==> src/rtl/core/u8sd_pkg.sv <==
// Shared types and constants for the UTF-8 stream decoder.
package u8sd_pkg;

    localparam int unsigned BYTE_W   = 8;
    localparam int unsigned CP_W     = 21;
    localparam int unsigned USED_W   = 3;
    localparam int unsigned SEQ_W    = 3;
    localparam int unsigned TAKEN_W  = 2;
    localparam int unsigned RCNT_W   = 2;
    localparam int unsigned S_DATA_W = 8;
    localparam int unsigned M_DATA_W = 32;

    localparam logic [CP_W-1:0]   REPL_CP   = 21'h00FFFD;
    localparam logic [USED_W-1:0] USED_ONE  = 3'd1;
    localparam logic [SEQ_W-1:0]  SEQ_IDLE  = 3'd0;
    localparam logic [SEQ_W-1:0]  SEQ_TWO   = 3'd2;
    localparam logic [SEQ_W-1:0]  SEQ_THREE = 3'd3;
    localparam logic [SEQ_W-1:0]  SEQ_FOUR  = 3'd4;

    // Results caused by one input byte: replacements for a broken
    // sequence first, then at most one result of the byte itself.
    typedef struct packed {
        logic [RCNT_W-1:0] rep_cnt;
        logic              has_fresh;
        logic [CP_W-1:0]   fresh_cp;
        logic              fresh_rep;
        logic [USED_W-1:0] fresh_used;
    } group_t;

endpackage

==> src/rtl/core/u8sd_step.sv <==
// Sequence state and per-byte decode logic of the UTF-8 stream decoder.
module u8sd_step (
    input  logic                         aclk,
    input  logic                         aresetn,
    input  logic                         take,
    input  logic [u8sd_pkg::BYTE_W-1:0]  data_byte,
    output u8sd_pkg::group_t             grp
);
    import u8sd_pkg::*;

    logic [SEQ_W-1:0]   seq_reg,   seq_next;
    logic [TAKEN_W-1:0] taken_reg, taken_next;
    logic [CP_W-1:0]    acc_reg,   acc_next;

    logic [TAKEN_W-1:0] taken_inc;
    logic [TAKEN_W-1:0] taken_sat;
    logic [RCNT_W-1:0]  flush_cnt;
    logic [CP_W-1:0]    acc_shift;
    logic               seq_done;
    logic               is_cont;

    assign is_cont   = (data_byte[7:6] == 2'b10);
    assign taken_inc = taken_reg + 2'd1;
    assign taken_sat = (taken_reg == 2'd3) ? 2'd2 : taken_reg;
    assign flush_cnt = taken_sat + 2'd1;
    assign acc_shift = {acc_reg[CP_W-7:0], data_byte[5:0]};
    assign seq_done  = ({1'b0, taken_inc} + 3'd1) >= seq_reg;

    always_comb begin
        seq_next   = seq_reg;
        taken_next = taken_reg;
        acc_next   = acc_reg;
        grp        = '0;
        if (data_byte == '0) begin
            if (seq_reg != SEQ_IDLE) begin
                grp.rep_cnt = flush_cnt;
            end
            seq_next   = SEQ_IDLE;
            taken_next = '0;
            acc_next   = '0;
        end else if (seq_reg != SEQ_IDLE && is_cont) begin
            acc_next   = acc_shift;
            taken_next = taken_inc;
            if (seq_done) begin
                grp.has_fresh  = 1'b1;
                grp.fresh_cp   = acc_shift;
                grp.fresh_rep  = 1'b0;
                grp.fresh_used = seq_reg;
                seq_next       = SEQ_IDLE;
                taken_next     = '0;
                acc_next       = '0;
            end
        end else begin
            // A broken sequence is flushed, then the byte starts afresh.
            if (seq_reg != SEQ_IDLE) begin
                grp.rep_cnt = flush_cnt;
            end
            seq_next   = SEQ_IDLE;
            taken_next = '0;
            acc_next   = '0;
            if (!data_byte[7]) begin
                grp.has_fresh  = 1'b1;
                grp.fresh_cp   = {{(CP_W-BYTE_W){1'b0}}, data_byte};
                grp.fresh_used = USED_ONE;
            end else if (data_byte[7:5] == 3'b110) begin
                seq_next = SEQ_TWO;
                acc_next = {{(CP_W-5){1'b0}}, data_byte[4:0]};
            end else if (data_byte[7:4] == 4'b1110) begin
                seq_next = SEQ_THREE;
                acc_next = {{(CP_W-4){1'b0}}, data_byte[3:0]};
            end else if (data_byte[7:3] == 5'b11110) begin
                seq_next = SEQ_FOUR;
                acc_next = {{(CP_W-3){1'b0}}, data_byte[2:0]};
            end else begin
                grp.has_fresh  = 1'b1;
                grp.fresh_cp   = REPL_CP;
                grp.fresh_rep  = 1'b1;
                grp.fresh_used = USED_ONE;
            end
        end
    end

    always_ff @(posedge aclk) begin
        if (!aresetn) begin
            seq_reg   <= SEQ_IDLE;
            taken_reg <= '0;
            acc_reg   <= '0;
        end else if (take) begin
            seq_reg   <= seq_next;
            taken_reg <= taken_next;
            acc_reg   <= acc_next;
        end
    end

endmodule

==> src/rtl/core/utf8_stream_decoder.sv <==
// UTF-8 stream decoder top level: byte input, code point output with result queue.
// One byte is taken per cycle while the output is not stalled and each byte causes
// at most one code point; a byte that causes several results (a broken sequence
// flushed as replacements, plus the byte's own result) holds s_tready low until the
// last of its results leaves the queue, as the output register gives one code point
// per cycle while m_tready allows. Bytes that only open or extend a sequence, and a
// zero byte with nothing pending, give no result.
module utf8_stream_decoder (
    input  logic                           aclk,
    input  logic                           aresetn,
    input  logic                           s_tvalid,
    output logic                           s_tready,
    input  logic [u8sd_pkg::S_DATA_W-1:0]  s_tdata,  // [7:0] data_byte
    output logic                           m_tvalid,
    input  logic                           m_tready,
    // [20:0] code_point, [21] is_replacement, [24:22] bytes_used, [31:25] zero
    output logic [u8sd_pkg::M_DATA_W-1:0]  m_tdata,
    output logic                           m_tlast   // last_of_run
);
    import u8sd_pkg::*;

    group_t grp;
    logic   s_take;

    logic [RCNT_W-1:0] rep_cnt_reg,   rep_cnt_next;
    logic              has_fresh_reg, has_fresh_next;
    logic [CP_W-1:0]   fresh_cp_reg,  fresh_cp_next;
    logic              fresh_rep_reg, fresh_rep_next;
    logic [USED_W-1:0] fresh_used_reg, fresh_used_next;

    logic              m_valid_reg, m_valid_next;
    logic [CP_W-1:0]   m_cp_reg,    m_cp_next;
    logic              m_rep_reg,   m_rep_next;
    logic [USED_W-1:0] m_used_reg,  m_used_next;
    logic              m_last_reg,  m_last_next;

    logic out_free;
    logic buf_empty;
    logic buf_single;
    logic pop;

    assign out_free   = !m_valid_reg || m_tready;
    assign buf_empty  = (rep_cnt_reg == '0) && !has_fresh_reg;
    assign buf_single = ((rep_cnt_reg == '0) && has_fresh_reg)
                     || ((rep_cnt_reg == 2'd1) && !has_fresh_reg);
    assign pop        = out_free && !buf_empty;
    assign s_tready   = buf_empty || (buf_single && pop);
    assign s_take     = s_tvalid && s_tready;

    u8sd_step u_step (
        .aclk      (aclk),
        .aresetn   (aresetn),
        .take      (s_take),
        .data_byte (s_tdata),
        .grp       (grp)
    );

    always_comb begin
        rep_cnt_next    = rep_cnt_reg;
        has_fresh_next  = has_fresh_reg;
        fresh_cp_next   = fresh_cp_reg;
        fresh_rep_next  = fresh_rep_reg;
        fresh_used_next = fresh_used_reg;
        m_valid_next    = m_valid_reg;
        m_cp_next       = m_cp_reg;
        m_rep_next      = m_rep_reg;
        m_used_next     = m_used_reg;
        m_last_next     = m_last_reg;

        if (out_free) begin
            m_valid_next = 1'b0;
        end
        if (pop) begin
            m_valid_next = 1'b1;
            if (rep_cnt_reg != '0) begin
                m_cp_next    = REPL_CP;
                m_rep_next   = 1'b1;
                m_used_next  = USED_ONE;
                m_last_next  = (rep_cnt_reg == 2'd1) && !has_fresh_reg;
                rep_cnt_next = rep_cnt_reg - 2'd1;
            end else begin
                m_cp_next      = fresh_cp_reg;
                m_rep_next     = fresh_rep_reg;
                m_used_next    = fresh_used_reg;
                m_last_next    = 1'b1;
                has_fresh_next = 1'b0;
            end
        end
        // The request is only taken once the queue drains this cycle.
        if (s_take) begin
            rep_cnt_next    = grp.rep_cnt;
            has_fresh_next  = grp.has_fresh;
            fresh_cp_next   = grp.fresh_cp;
            fresh_rep_next  = grp.fresh_rep;
            fresh_used_next = grp.fresh_used;
        end
    end

    always_ff @(posedge aclk) begin
        if (!aresetn) begin
            rep_cnt_reg   <= '0;
            has_fresh_reg <= 1'b0;
            m_valid_reg   <= 1'b0;
        end else begin
            rep_cnt_reg   <= rep_cnt_next;
            has_fresh_reg <= has_fresh_next;
            m_valid_reg   <= m_valid_next;
        end
        fresh_cp_reg   <= fresh_cp_next;
        fresh_rep_reg  <= fresh_rep_next;
        fresh_used_reg <= fresh_used_next;
        m_cp_reg       <= m_cp_next;
        m_rep_reg      <= m_rep_next;
        m_used_reg     <= m_used_next;
        m_last_reg     <= m_last_next;
    end

    assign m_tvalid = m_valid_reg;
    assign m_tdata  = {{(M_DATA_W-CP_W-1-USED_W){1'b0}}, m_used_reg, m_rep_reg, m_cp_reg};
    assign m_tlast  = m_last_reg;

    a_no_take_when_full: assert property (@(posedge aclk) disable iff (!aresetn)
        (rep_cnt_reg != '0 && has_fresh_reg) |-> !s_tready)
        else $error("input taken while two or more results are queued");

    a_zero_no_fresh: assert property (@(posedge aclk) disable iff (!aresetn)
        (s_tvalid && s_tready && s_tdata == '0) |=> !has_fresh_reg)
        else $error("end-of-string byte queued a result of its own");

    a_multibyte_last: assert property (@(posedge aclk) disable iff (!aresetn)
        (m_valid_reg && m_used_reg != USED_ONE) |-> (!m_rep_reg && m_last_reg))
        else $error("multi-byte code point is not a final, valid result");

endmodule
==> config.mk <==
export PLATFORM = sky130hd
export DESIGN_NAME = utf8_stream_decoder
export DESIGN_NICKNAME = d
export VERILOG_FILES = /design/src/rtl/core/u8sd_pkg.sv /design/src/rtl/core/u8sd_step.sv /design/src/rtl/core/utf8_stream_decoder.sv
export SDC_FILE = /design/constraint.sdc
export NUM_CORES = 1
export LEC_CHECK = 0
export ABC_AREA = 1
export CAP_MARGIN = 20
export CELL_PAD_IN_SITES_DETAIL_PLACEMENT = 0
export CELL_PAD_IN_SITES_GLOBAL_PLACEMENT = 2
export CORE_MARGIN = 1.5
export CORE_UTILIZATION = 36
export CTS_CLUSTER_SIZE = 40
export DETAILED_ROUTE_END_ITERATION = 7
export DONT_BUFFER_PORTS = 1
export GPL_TIMING_DRIVEN = 1
export PLACE_DENSITY = 0.77
export SKIP_CTS_REPAIR_TIMING = 1
export SLEW_MARGIN = 5
export SYNTH_ARGS = -nofsm -noshare
export SYNTH_HDL_FRONTEND = slang
export SYNTH_HIERARCHICAL = 1
export SYNTH_SLANG_ARGS = --single-unit
==> constraint.sdc <==
create_clock -name aclk -period 2.1 [get_ports aclk]
set_input_delay 0.21 -clock aclk [delete_from_list [all_inputs] [get_ports aclk]]
set_output_delay 0.21 -clock aclk [all_outputs]
set_load 0.005 [all_outputs]
# Word level (Yosys, flattened, before mapping)
# Index checks and enable logic that the tools add are counted.
[word_totals]
ff_bits = 75
in_bits = 12
out_inout_bits = 35
word_cells = 87
[op_classes]
n_addsub = 4
magnitude_cmp = 1
n_eq_ne = 8
muxes = 38
reduce_logical = 23
[ops]
columns = ["operator", "n"]
rows = [
  ["two-way mux 26 bit", 6],
  ["two-way mux 15 bit", 5],
  ["two-way mux 3 bit", 9],
  ["two-way mux 22 bit", 1],
  ["two-way mux 2 bit", 10],
  ["logical NOT 8 bit", 1],
  ["nonzero test 2 bit", 4],
  ["logical AND 1 bit", 7],
  ["two-way mux 1 bit", 6],
  ["AND reduction 2 bit", 3],
  ["== test 5 bit (second input constant)", 1],
  ["adder 2 x 1 -> 2 bit (second input constant)", 2],
  ["== test 2 bit (second input constant)", 2],
  ["== test 4 bit (second input constant)", 1],
  ["two-way mux 4 bit", 1],
  ["adder 2 x 1 -> 3 bit (second input constant)", 1],
  ["== test 3 bit (second input constant)", 1],
  [">= comparator 3 bit", 1],
  ["logical NOT 1 bit", 3],
  ["logical OR 1 bit", 3],
  ["!= test 3 x 1 -> 1 bit (second input constant)", 1],
  ["nonzero test 3 bit", 1],
  ["== test 2 x 1 -> 1 bit (second input constant)", 1],
  ["logical NOT 2 bit", 1],
  ["other kinds (2)", 2],
]

# Longest topological paths before layout
# Gate-level depths: netlist of the first run.
[logic_depth]
word_depth = 9
mapped_depth = 12

# Hierarchy
# Netlist of the first run, hierarchy kept.
[modules_own_cells]
columns = ["mod", "n_inst", "cells_each", "area_per_inst_um2"]
rows = [
  ["utf8_stream_decoder", 1, 143, 2094.5],
  ["u8sd_step", 1, 203, 1306.3],
]

# Least setup slack after synthesis of the first run
# OpenSTA, ideal clock, no wires.
[synth_path]
path_kind = "reg2reg"
startpoint = "register rep_cnt_reg[0]"
endpoint = "register u_step.acc_reg[7]"
arrival_ps = 2095
setup_slack_ps = -116
path_stages_with_launch = 12
n_path_buf = 2
period_less_slack_ps = 2216
path_cell_list = "dfxtp_1 -> inv_1 -> ha_1 -> buf_6 -> nand2_2 -> nand2_2 -> nand3_4 -> inv_1 -> inv_1 -> clkbuf_1 -> nor2_1 -> nor3_2"
[synth_between]
elab_chain_cells = 7
elab_cells_between_ends = 11
cone_classes = "1 x eq/ne; 10 x reduce/logical"
[synth_lines]
columns = ["item", "line", "text"]
rows = [
  ["start, declared", "utf8_stream_decoder.sv:25", "logic [RCNT_W-1:0] rep_cnt_reg, rep_cnt_next;"],
  ["start signal, assigned", "utf8_stream_decoder.sv:105", "rep_cnt_reg <= rep_cnt_next;"],
  ["logical NOT 2 bit", "utf8_stream_decoder.sv:43, utf8_stream_decoder.sv:44", ""],
  ["logical AND 1 bit", "utf8_stream_decoder.sv:43", "assign buf_empty = (rep_cnt_reg == '0) && !has_fresh_reg;"],
  ["logical NOT 1 bit", "utf8_stream_decoder.sv:46", "assign pop = out_free && !buf_empty;"],
  ["logical AND 1 bit", "utf8_stream_decoder.sv:46", ""],
  ["logical AND 1 bit", "utf8_stream_decoder.sv:47", "assign s_tready = buf_empty || (buf_single && pop);"],
  ["logical OR 1 bit (*)", "utf8_stream_decoder.sv:47", ""],
  ["logical AND 1 bit (*)", "utf8_stream_decoder.sv:48", "assign s_take = s_tvalid && s_tready;"],
  ["named net s_take", "utf8_stream_decoder.sv:23", "logic s_take;"],
  ["end signal, assigned", "u8sd_step.sv:91", "acc_reg <= acc_next;"],
  ["end, declared", "u8sd_step.sv:13", "logic [CP_W-1:0] acc_reg, acc_next;"],
]
# Mark *: on every way through the listed nets, which the timed path passes. The rest lies on a longest branch.
# A chain may end at the register's enable or synchronous reset.

# Worst setup path after layout of the first run
[layout_path]
startpoint = "register u_step.taken_reg[1]"
endpoint = "register fresh_cp_reg[1], data pin"
[layout_between]
elab_chain_cells = 5
[layout_lines]
columns = ["item", "line", "text"]
rows = [
  ["start, declared", "u8sd_step.sv:12", "logic [TAKEN_W-1:0] taken_reg, taken_next;"],
  ["start signal, assigned", "u8sd_step.sv:90", "taken_reg <= taken_next;"],
  ["adder 2 x 1 -> 2 bit", "u8sd_step.sv:23", "assign taken_inc = taken_reg + 2'd1;"],
  ["adder 2 x 1 -> 3 bit", "u8sd_step.sv:27", "assign seq_done = ({1'b0, taken_inc} + 3'd1) >= seq_reg;"],
  [">= comparator 3 bit", "u8sd_step.sv:27", ""],
  ["two-way mux 26 bit", "u8sd_step.sv:44", "if (seq_done) begin"],
  ["two-way mux 26 bit", "u8sd_step.sv:41", "end else if (seq_reg != SEQ_IDLE && is_cont) begin"],
  ["end signal, assigned", "utf8_stream_decoder.sv:109", "fresh_cp_reg <= fresh_cp_next;"],
  ["end, declared", "utf8_stream_decoder.sv:27", "logic [CP_W-1:0] fresh_cp_reg, fresh_cp_next;"],
]
# No other way between the ends.

==> metrics.md, run 1 <==
| Metric | Value |
|---|---|
| Status | `finished, final reports clean` |
| Most frequent cells in the layout | `61 x nand2_1, 51 x edfxtp_1, 47 x nor2_1` |
| R2r endpoint | `fresh_cp_reg[1]` |
| Critical path's slowest cell | `dfxtp_2` |
| DIE WIDTH | `about 100 µm` |
| Total Wirelength | `about 6400 µm` |
| Crit-path most repeated cell | `nor2_1` |
| RSZ-0062 raised after global routing | `yes` |
| Remaining global-route overflow | `0` |
| Remaining DRCs | `0` |
| Fillers | `just over 900` |
| Clock Latency Late Sink | `roughly 0.34 ns` |
| Post-Syn Area | `around 3400 µm²` |
| Vias | `roughly 2200` |
| Area grow syn2layout | `13.5%` |
| Worst Tran Pin Value | `0.656 ns` |
| Synth Instances | `~350` |
| H-tree levels | `3` |
| Commonest non-fill, non-tap cell in the layout | `nand2_1` |
| CTS tree | `done` |
| Crit path cell chain | `inv_2 -> ha_4 -> xnor2_1 -> ha_1 -> nand2_1 -> nor2_1 -> nor2_2 -> buf_4 -> nand3_4 -> buf_6 -> nand2_2 -> nor2_1` |
| Die area | `10000 µm²` |
| Fmax | `0.493 GHz` |
| Area of the multi-input gates | `between 1000 and 1500 µm²` |
| Multiplexer share of the synthesized area | `0%` |
| Share of layout cells above drive strength 1 | `between 20% and 30%` |
| Max_cap viols | `0` |
| Antenna cells | `0` |
| Min Tclk post-route | `between 2 and 2.5 ns` |
| Worst r2r path cells | `12` |
| Routability cong. | `about 0.75` |
| Register area share after synthesis | `slightly below 60%` |
| XOR/XNOR share of the synthesized area | `0.258%` |
| Pre-CTS setup slack | `-0.0510 ns` |
| Yosys warnings | `6` |
| Antenna-violating nets left | `0` |
| Clock-pin slew on the worst setup and hold paths | `0.08 ns` |
| Worst Clk Skew | `between 0.01 and 0.015 ns` |
| DP Cell Count | `roughly 460` |
| Largest family of logic cells by synthesized area | `simple AND/OR/NAND/NOR gates` |
| Simple-gate share of the synthesized area | `~23%` |
| Total track usage | `a little over an eighth` |
| Largest net degree at the start of global routing | `26` |
| Rows | `35` |
| Max clock buf depth | `2` |
| Crit Path Class | `flip-flop to flip-flop` |
| Post-layout util | `a little over two fifths` |
| Hold Crit Class | `input port to flip-flop` |
| Floorplan core area | `around 9200 µm²` |
| Starting DRT DRC Count | `about 120` |
| Cts bufs inserted | `9` |
| Post-Synth Adder-Cell Area | `between 2 and 3%` |
| Initial antenna violation count | `0` |
| FF+latch area | `just over 2000 µm²` |
| Crit path largest cell delay | `0.34 ns` |
| Worst R2R Start | `u_step/taken_reg[1]` |
| Final HPWL DP | `roughly 4400 µm` |
| Leak pwr | `0.00158 µW` |
| CP Capture Point | `fresh_cp_reg[1]` |
| Register bit total from synthesis | `75` |
| Drt first pass iters | `4` |
| Crit path launch type | `flip-flop` |
| Syn Area/Cell | `9.83 µm²` |
| Cell Count, Final, Fillers Out | `between 400 and 500` |
| Setup slack after layout | `about 0.074 ns` |
| Worst vdd ir | `0.421 mV` |
| Slew Limit Fails | `0` |
| CP Data Arrival Time | `around 2.1 ns` |
| WP data required | `~2.2 ns` |
| Vias per Instance | `4.51` |
| I/O Buffers | `0` |
| IO Count | `47` |
| Clock Root Buffer | `clkbuf_8` |
| Starting Density | `a little under two fifths` |
| Synth Area in Compound Gates | `6.00%` |
| PwrDens | `1570 nW/µm²` |
| Netlist cell types | `32` |
| Nets | `381` |
| First-pass GRT wire length | `between 10000 and 15000 µm` |
| CP startpoint | `u_step/taken_reg[1]` |
| Worst-path maximum fanout | `5` |
| Die span in y | `100 µm` |
| Relative slew slack | `a little under three fifths` |
| Final setup vio count | `0` |
| CP Capture Type | `flip-flop` |
| # clock sinks | `75` |
| Flop2flop setup slack | `around 0.074 ns` |
| Period Utilization, post-route | `a little over nine tenths` |
| Fin. Hold Viols | `0` |
| Vias in the first global route | `between 2000 and 2500` |
| Avg WL per Cell | `~13 µm` |
[report_power, final]
part	switching, µW	leakage [µW]	total (µW)	internal (µW)
Sequential	240	0.000684	2580	2340
Clock	544	0.000110	1220	677
Combinational	1440	0.000789	2260	821
Total	2230	0.00158	6070	3840
[per-stage QoR]
| step | total power, µW | area (µm²) | hold slack (ns) | TNS [ns] |
|---|---|---|---|---|
| floorplan | 4230 | 3430 | 0.328 | 0 |
| global placement | 4790 | 3550 | 0.332 | -0.0117 |
| detailed placement | 4810 | 3550 | 0.336 | -0.0510 |
| CTS | 6040 | 3770 | -0.0413 | -0.0593 |
| global route | 6560 | 3860 | 0.00743 | -0.0320 |
| finish | 6070 | 3860 | 0.0125 | 0 |
[final cells by class]
cell class | count | area share (%)
Multi-Input combinational cell | 215 | 30.3
Tap cell | 111 | 3.60
Clock inverter | 7 | 2.56
Timing Repair Buffer | 19 | 3.86
Inverter | 41 | 4.28
Sequential cell | 75 | 52.2
Clock buffer | 9 | 3.21
[cells in the mapped netlist]
| library cell | instances | area [µm²] |
|---|---|---|
| buf_8 | 1 | 15.0 |
| o21ai_0 | 20 | 100 |
| conb_1 | 1 | 3.75 |
| nand2_4 | 1 | 11.3 |
| nand2_2 | 3 | 18.8 |
| clkbuf_1 | 8 | 30.0 |
| nor3_2 | 9 | 90.1 |
| o21ai_1 | 2 | 10.0 |
| inv_1 | 39 | 146 |
| nand3_4 | 2 | 35.0 |
| ha_1 | 8 | 100 |
| nor3b_1 | 1 | 7.51 |
| nand3_1 | 6 | 30.0 |
| dfxtp_1 | 24 | 480 |
| nor4_1 | 2 | 12.5 |
| nand3_2 | 1 | 10.0 |
| nand2_1 | 65 | 244 |
| o21a_1 | 1 | 7.51 |
| xnor2_1 | 1 | 8.76 |
| a21oi_4 | 1 | 16.3 |
| a21oi_1 | 14 | 70.1 |
| inv_6 | 1 | 8.76 |
| nor2_2 | 1 | 6.26 |
| or2_1 | 10 | 62.6 |
| buf_4 | 8 | 60.1 |
| edfxtp_1 | 51 | 1530 |
| buf_6 | 2 | 22.5 |
| or2_2 | 7 | 43.8 |
| nor3_1 | 4 | 20.0 |
| inv_2 | 1 | 3.75 |
| nor2_1 | 49 | 184 |
| buf_2 | 2 | 10.0 |
[worst max-delay path: cells and delay by family, from the launching register on]
kind	cells	cell delay, ns
buffers and inverters	3	0.34
adders and majority gates	2	0.54
and+or+nand+nor	6	0.40
xor gates and xnor gates	1	0.12
DFF	1	0.34
[how the worst min path moves through the flow]
| stage | start | to | slack [ns] | cells after the start |
|---|---|---|---|---|
| after global routing | aresetn | u_step/acc_reg[0] | 0.007 | 2 |
| after CTS | aresetn | u_step/seq_reg[0] | -0.04 | 2 |
| final | aresetn | u_step/acc_reg[1] | 0.01 | 2 |
| after global placement | aresetn | m_tvalid | 0.33 | 1 |
| after floorplan | aresetn | m_tvalid | 0.33 | 1 |
| after detailed placement | aresetn | m_tvalid | 0.34 | 1 |
[routing by layer]
layer,part of all wire [%],routed length [µm],global-route usage [%]
met2,47,2980,21.5
met5,0,0,0
met3,2.8,180,3.13
met4,0.79,50,6.18
met1,50,3150,17.7
[cells by family after synthesis]
kind of cell,count (synthesis)
fa+ha+maj,8
buf+inv,62
simple gates,161
flops,75
xor+xnor,1
compound gates,38
other cells,1
No activity file was read; power rests on OpenSTA's default activity.
==> inputs of run 2 (changes only) <==
--- a/config.mk
+++ b/config.mk
@@ -8,2 +8,3 @@
 export ABC_AREA = 1
+export BUFFER_PORTS_ARGS = -buffer_cell sky130_fd_sc_hd__buf_2
 export CAP_MARGIN = 20
@@ -12,8 +13,7 @@
 export CORE_MARGIN = 1.5
-export CORE_UTILIZATION = 36
+export CORE_UTILIZATION = 32
 export CTS_CLUSTER_SIZE = 40
 export DETAILED_ROUTE_END_ITERATION = 7
-export DONT_BUFFER_PORTS = 1
 export GPL_TIMING_DRIVEN = 1
-export PLACE_DENSITY = 0.77
+export PLACE_DENSITY = 0.76
 export SKIP_CTS_REPAIR_TIMING = 1
--- a/constraint.sdc
+++ b/constraint.sdc
@@ -3,2 +3,2 @@
 set_output_delay 0.21 -clock aclk [all_outputs]
-set_load 0.005 [all_outputs]
+set_load 0.01 [all_outputs]
==> run 2 against run 1 <==
Design area rose by 7.2%; fmax rose by 2.6%; routed wire length rose by 0.36%; cell count rose by 14%; clock power barely moved; largest power group is now combinational cells.
==> metrics.md, run 2 (synthesized netlist as in run 1, its figures left out) <==
| Metric | Value |
|---|---|
| Slew Limit Fails | `0 (unchanged)` |
| Worst Clk Skew | `0.00851 ns (-0.00400 ns)` |
| Status | `finished, final reports clean` |
| Remaining DRCs | `0 (unchanged)` |
| Hold Crit Class | `input port to flip-flop` |
| Worst Tran Pin Value | `0.599 ns (-0.0571 ns)` |
| Final instance area | `4140 µm² (+7.2%)` |
| Worst-path maximum fanout | `7 (+2)` |
| Total Wirelength | `6390 µm (+0.36%)` |
| Final HPWL DP | `4480 µm (+1.0%)` |
| CTS tree | `done` |
| Initial antenna violation count | `0 (unchanged)` |
| Setup slack after layout | `0.125 ns (+0.0514 ns)` |
| Max_cap viols | `0 (unchanged)` |
| Commonest non-fill, non-tap cell in the layout | `nand2_1` |
| Avg WL per Cell | `11.8 µm (-12%)` |
| Worst R2R Start | `u_step/taken_reg[0]` |
| Vias in the first global route | `2136 (+6.4%)` |
| Crit path cell chain | `inv_2 -> ha_4 -> xnor2_1 -> ha_1 -> nand2_2 -> nor2_2 -> nor2_4 -> nand3_4 -> nand2_4 -> inv_4 -> buf_12 -> nor2_2 -> nor2_1` |
| WP data required | `2.35 ns (+0.18 ns)` |
| Crit path largest cell delay | `0.34 ns (about the same)` |
| Final setup vio count | `0 (unchanged)` |
| CP Capture Type | `flip-flop` |
| Hold EP | `u_step/acc_reg[2]` |
| Die area | `11300 µm² (+12%)` |
| Remaining global-route overflow | `0 (unchanged)` |
| Flop2flop setup slack | `0.12 ns (+0.05 ns)` |
| DP Cell Count | `520 (+14%)` |
| Crit Path Class | `flip-flop to flip-flop` |
| Fin. Hold Viols | `0 (unchanged)` |
| Most frequent cells in the layout | `63 x nand2_1, 51 x edfxtp_1, 46 x nor2_1` |
| Leak pwr | `0.00175 µW (+11%)` |
| Worst Path Buf+Inv | `3 (unchanged)` |
| Fmax | `0.506 GHz (+2.6%)` |
| Clock Root Buffer | `clkbuf_8` |
| Largest net degree at the start of global routing | `28 (+7.7%)` |
| Fillers | `1041 (+14%)` |
| Hold path start | `s_tdata[2]` |
| H-tree levels | `3 (unchanged)` |
| Pre-CTS setup slack | `-0.0723 ns (-0.0213 ns)` |
| Worst vdd ir | `0.490 mV (+16%)` |
| Placed instance area | `3790 µm² (+6.7%)` |
| Clock-pin slew on the worst setup and hold paths | `0.08 ns (about the same)` |
| IO Count | `47 (unchanged)` |
| Total track usage | `12.3% (-1.3 points)` |
| Floorplan core area | `10300 µm² (+12%)` |
| Antenna cells | `0 (unchanged)` |
| Routability cong. | `0.773 (+2.5%)` |
| CP delay by family, top | `simple AND/OR/NAND/NOR gates` |
| # clock sinks | `75 (unchanged)` |
| Area grow syn2layout | `21.7%` |
| Relative slew slack | `59.7% (+3.8 points)` |
| PwrDens | `1580 nW/µm² (+0.72%)` |
| Min Tclk post-route | `1.98 ns (-0.0514 ns)` |
| Clock Latency Late Sink | `0.35 ns (about the same)` |
| Starting Density | `32.9% (-4.0 points)` |
| Antenna-violating nets left | `0 (unchanged)` |
| Crit-path most repeated cell | `nor2_2` |
| Cell Count, Final, Fillers Out | `543 (+14%)` |
| Rows | `37 (+5.7%)` |
| Max clock buf depth | `2 (unchanged)` |
| Worst r2r path cells | `13 (+1)` |
| Share of layout cells above drive strength 1 | `29.0% (+8.2 points)` |
| Vias per Instance | `4.26 (-5.5%)` |
| Starting DRT DRC Count | `77 (-38%)` |
| Nets | `422 (+11%)` |
| Critical path's slowest cell | `dfxtp_2` |
| R2r endpoint | `u_step/seq_reg[1]` |
| Die span in y | `106 µm (+5.9%)` |
| Period Utilization, post-route | `94.0% (-2.4 points)` |
| Cts bufs inserted | `9 (unchanged)` |
| First-pass GRT wire length | `10600 µm (+3.6%)` |
| Vias | `2314 (+7.6%)` |
| DIE WIDTH | `106 µm (+5.9%)` |
| Crit path launch type | `flip-flop` |
| I/O Buffers | `39 (+39)` |
| Drt first pass iters | `4 (unchanged)` |
| CP Data Arrival Time | `2.22 ns (+0.12 ns)` |
| Hold depth | `3 (+1)` |
-- run 2: area by class of cell --
cell class	count	area, µm²	share of cell area (%)
well taps	136	170	4.11
multi-input cells	215	1180	28.5
flip-flops and latches	75	2010	48.7
repair buffers	60	382	9.22
clock buffers	9	124	2.99
inverters	41	169	4.08
clock inverters	7	98.8	2.39
-- run 2: worst max-delay path by stage --
| stage | start | end | slack (ns) | cells after the start |
|---|---|---|---|---|
| after floorplan | u_step/taken_reg[0] | fresh_cp_reg[6] | 0.01 | 11 |
| after global placement | u_step/taken_reg[0] | has_fresh_reg | 0.002 | 12 |
| after detailed placement | u_step/taken_reg[0] | has_fresh_reg | -0.07 | 12 |
| after CTS | u_step/taken_reg[0] | has_fresh_reg | -0.08 | 12 |
| after global routing | rep_cnt_reg[0] | u_step/acc_reg[14] | -0.00005 | 9 |
| final | u_step/taken_reg[0] | u_step/seq_reg[1] | 0.12 | 13 |
-- run 2: power by group --
part / leakage [µW] / switching [µW] / internal [µW]
clock network: 0.000112 / 557 / 680
logic: 0.000957 / 1740 / 1070
registers: 0.000684 / 175 / 2330
total: 0.00175 / 2470 / 4080
-- run 2: tightest hold or removal path: stages --
cell and delay [ns]:
buf_2 0.12, nand2_1 0.07, a21oi_1 0.05
-- run 2: metal layers --
layer  global-route usage [%]  vias up  share of wire [%]
met5                        0        -                  0
met4                     4.34        0                1.0
met3                     3.56        5                5.4
met2                     18.6       62                 42
met1                     16.7     1030                 51
li1                         -     1217                  -
-- run 2: stage by stage --
| step | utilization, % | total power [µW] | TNS (ns) | hold WS [ns] |
|---|---|---|---|---|
| CTS | 38.8 | 6400 | -0.163 | 0.141 |
| global route | 40.1 | 7070 | -0.0000502 | 0.150 |
| global placement | 36.7 | 5130 | 0 | 0.486 |
| detailed placement | 36.7 | 5170 | -0.0852 | 0.484 |
| floorplan | - | 4350 | 0 | 0.328 |
| finish | 40.1 | 6550 | 0 | 0.148 |
==> inputs of run 3 (changes only) <==
Settings changed: SETUP_SLACK_MARGIN set to 0.15.
==> run 3 against run 2 <==
Clock skew grew 0.0065 ns; total power down 0.25%; critical endpoint is now fresh_cp_reg[12]; clock power decreased by 18%; critical path depth down 2; critical path type unchanged.
==> metrics.md, run 3 (synthesized netlist as in run 1, its figures left out) <==
| Metric | Value |
|---|---|
| DIE WIDTH | `106 µm (unchanged)` |
| Leak pwr | `0.00176 µW (+0.21%)` |
| Status | `finished, final reports clean` |
| Antenna-violating nets left | `0 (unchanged)` |
| Post-layout util | `40.5% (+0.41 points)` |
| Worst Clk Skew | `0.0150 ns (+0.00648 ns)` |
| RSZ-0062 raised after global routing | `yes` |
| Fillers | `1032 (-0.86%)` |
| Largest net degree at the start of global routing | `27 (-3.6%)` |
| Vias | `2298 (-0.69%)` |
| Floorplan core area | `10300 µm² (unchanged)` |
| Rows | `37 (unchanged)` |
| Vias in the first global route | `2147 (+0.51%)` |
| Worst Path Buf+Inv | `2 (-1)` |
| Total Wirelength | `6430 µm (+0.67%)` |
| R2r endpoint | `fresh_cp_reg[12]` |
| Drt first pass iters | `4 (unchanged)` |
| Max_cap viols | `0 (unchanged)` |
| Worst vdd ir | `0.480 mV (-2.0%)` |
| Crit path launch type | `flip-flop` |
| Remaining DRCs | `0 (unchanged)` |
| Fmax | `0.512 GHz (+1.2%)` |
| Remaining global-route overflow | `0 (unchanged)` |
| Critical path's slowest cell | `dfxtp_2` |
| Period Utilization, post-route | `92.9% (-1.1 points)` |
| Routability cong. | `0.790 (+2.2%)` |
| Hold depth | `3 (unchanged)` |
| Clock-pin slew on the worst setup and hold paths | `0.09 ns (about the same)` |
| Max clock buf depth | `2 (unchanged)` |
| Worst Tran Pin Value | `0.535 ns (-0.0641 ns)` |
| # clock sinks | `75 (unchanged)` |
| Worst r2r path cells | `11 (-2)` |
| CP delay by family, top | `adder cells` |
| Worst-path maximum fanout | `7 (unchanged)` |
| Min Tclk post-route | `1.95 ns (-0.0236 ns)` |
| Hold path start | `s_tdata[0]` |
| Die area | `11300 µm² (unchanged)` |
| CP Data Arrival Time | `2.05 ns (-0.17 ns)` |
| Area grow syn2layout | `22.9%` |
| Overall Power | `6530 µW (-0.25%)` |
| Clock Latency Late Sink | `0.34 ns (about the same)` |
| Crit path cell chain | `inv_4 -> ha_4 -> xnor2_2 -> ha_1 -> nand2_1 -> nor2_2 -> nor2_4 -> nand2_2 -> buf_6 -> nand2_2 -> a21oi_1` |
| Flop2flop setup slack | `0.15 ns (+0.02 ns)` |
| Crit-path most repeated cell | `nand2_2` |
| Slew Limit Fails | `0 (unchanged)` |
| Final HPWL DP | `4600 µm (+2.7%)` |
| Most frequent cells in the layout | `57 x nand2_1, 51 x edfxtp_1, 44 x nor2_1` |
| Fin. Hold Viols | `0 (unchanged)` |
| Nets | `420 (-0.47%)` |
| Starting Density | `32.9% (unchanged)` |
| Relative slew slack | `64.4% (+4.7 points)` |
| Clock Root Buffer | `clkbuf_8` |
| Worst R2R Start | `u_step/taken_reg[0]` |
| Crit Path Class | `flip-flop to flip-flop` |
| WP data required | `2.20 ns (-0.15 ns)` |
| Initial antenna violation count | `0 (unchanged)` |
| Hold Crit Class | `input port to flip-flop` |
| Antenna cells | `0 (unchanged)` |
| Cts bufs inserted | `9 (unchanged)` |
| Total track usage | `12.3% (unchanged)` |
| CTS tree | `done` |
| Post-Route Setup TNS | `0 ns (unchanged)` |
| Share of layout cells above drive strength 1 | `34.6% (+5.6 points)` |
| CP Capture Type | `flip-flop` |
| Vias per Instance | `4.25 (-0.32%)` |
| Avg WL per Cell | `11.9 µm (+1.0%)` |
| Die span in y | `106 µm (unchanged)` |
| H-tree levels | `3 (unchanged)` |
| Final setup vio count | `0 (unchanged)` |
| Crit path largest cell delay | `0.36 ns (+0.02 ns)` |
| Setup slack after layout | `0.149 ns (+0.0236 ns)` |
| I/O Buffers | `39 (unchanged)` |
| IO Count | `47 (unchanged)` |
| Commonest non-fill, non-tap cell in the layout | `nand2_1` |
| Hold EP | `u_step/acc_reg[0]` |
| PwrDens | `1560 nW/µm² (-1.3%)` |
| Starting DRT DRC Count | `91 (+18%)` |
| First-pass GRT wire length | `10600 µm (+0.26%)` |
| Pre-CTS setup slack | `0.0437 ns (+0.116 ns)` |
run 3: cell count changes in the layout (fill, tap and decap cells not counted), moves of 3 or more:
cell	delta
o21ai_0	-8
o21ai_2	+8
nand2_1	-6
a21oi_1	-3
a21oi_2	+3
buf_4	-3
nand2_2	+3
nand2_4	+3
run 3: layout make-up:
cell class	count	area [µm²]	share of cell area (%)
Timing Repair Buffer	58	370	8.86
Multi-Input combinational cell	215	1270	30.4
Inverter	41	173	4.13
Sequential cell	75	2020	48.2
Clock buffer	9	124	2.96
Tap cell	136	170	4.07
Clock inverter	7	57.6	1.38
run 3: through the flow:
step                hold WS, ns  instance area [µm²]  std cells
floorplan                 0.328                 3540        352
global placement          0.484                 3860        520
detailed placement        0.485                 3860        520
CTS                       0.151                 4040        536
global route              0.166                 4180        541
finish                    0.161                 4180        541
run 3: report_power, final:
part	switching, µW	leakage, µW	internal, µW
logic	1820	0.000984	1160
registers	193	0.000684	2340
clock network	576	0.0000886	447
total	2590	0.00176	3950
run 3: worst max-delay path by stage:
stage,start,endpoint,cells past startpoint,slack [ns]
after floorplan,rep_cnt_reg[0],u_step/acc_reg[11],10,0.15
after global placement,u_step/taken_reg[0],fresh_cp_reg[12],11,0.06
after detailed placement,u_step/taken_reg[0],fresh_cp_reg[8],11,0.04
after CTS,u_step/taken_reg[0],fresh_cp_reg[8],11,0.03
after global routing,u_step/taken_reg[0],fresh_used_reg[0],10,0.06
final,u_step/taken_reg[0],fresh_cp_reg[12],11,0.15
run 3: worst reg2reg max path: cells and delay by family, from the launching register on:
family | cells | cell delay (ns)
XOR/XNOR | 1 | 0.12
adder cells (fa/ha/maj) | 2 | 0.55
AND/OR/NAND/NOR | 5 | 0.40
AO/OA/AOI/OAI | 1 | 0.06
flip-flops | 1 | 0.36
buffers and inverters | 2 | 0.21
run 3: per-layer routing:
| metal | vias up | share of wire (%) | global-route usage (%) |
|---|---|---|---|
| met4 | 0 | 0.79 | 5.50 |
| met1 | 1052 | 49 | 15.9 |
| met3 | 2 | 2.7 | 2.45 |
| met5 | - | 0 | 0 |
| li1 | 1209 | - | - |
| met2 | 35 | 48 | 19.9 |
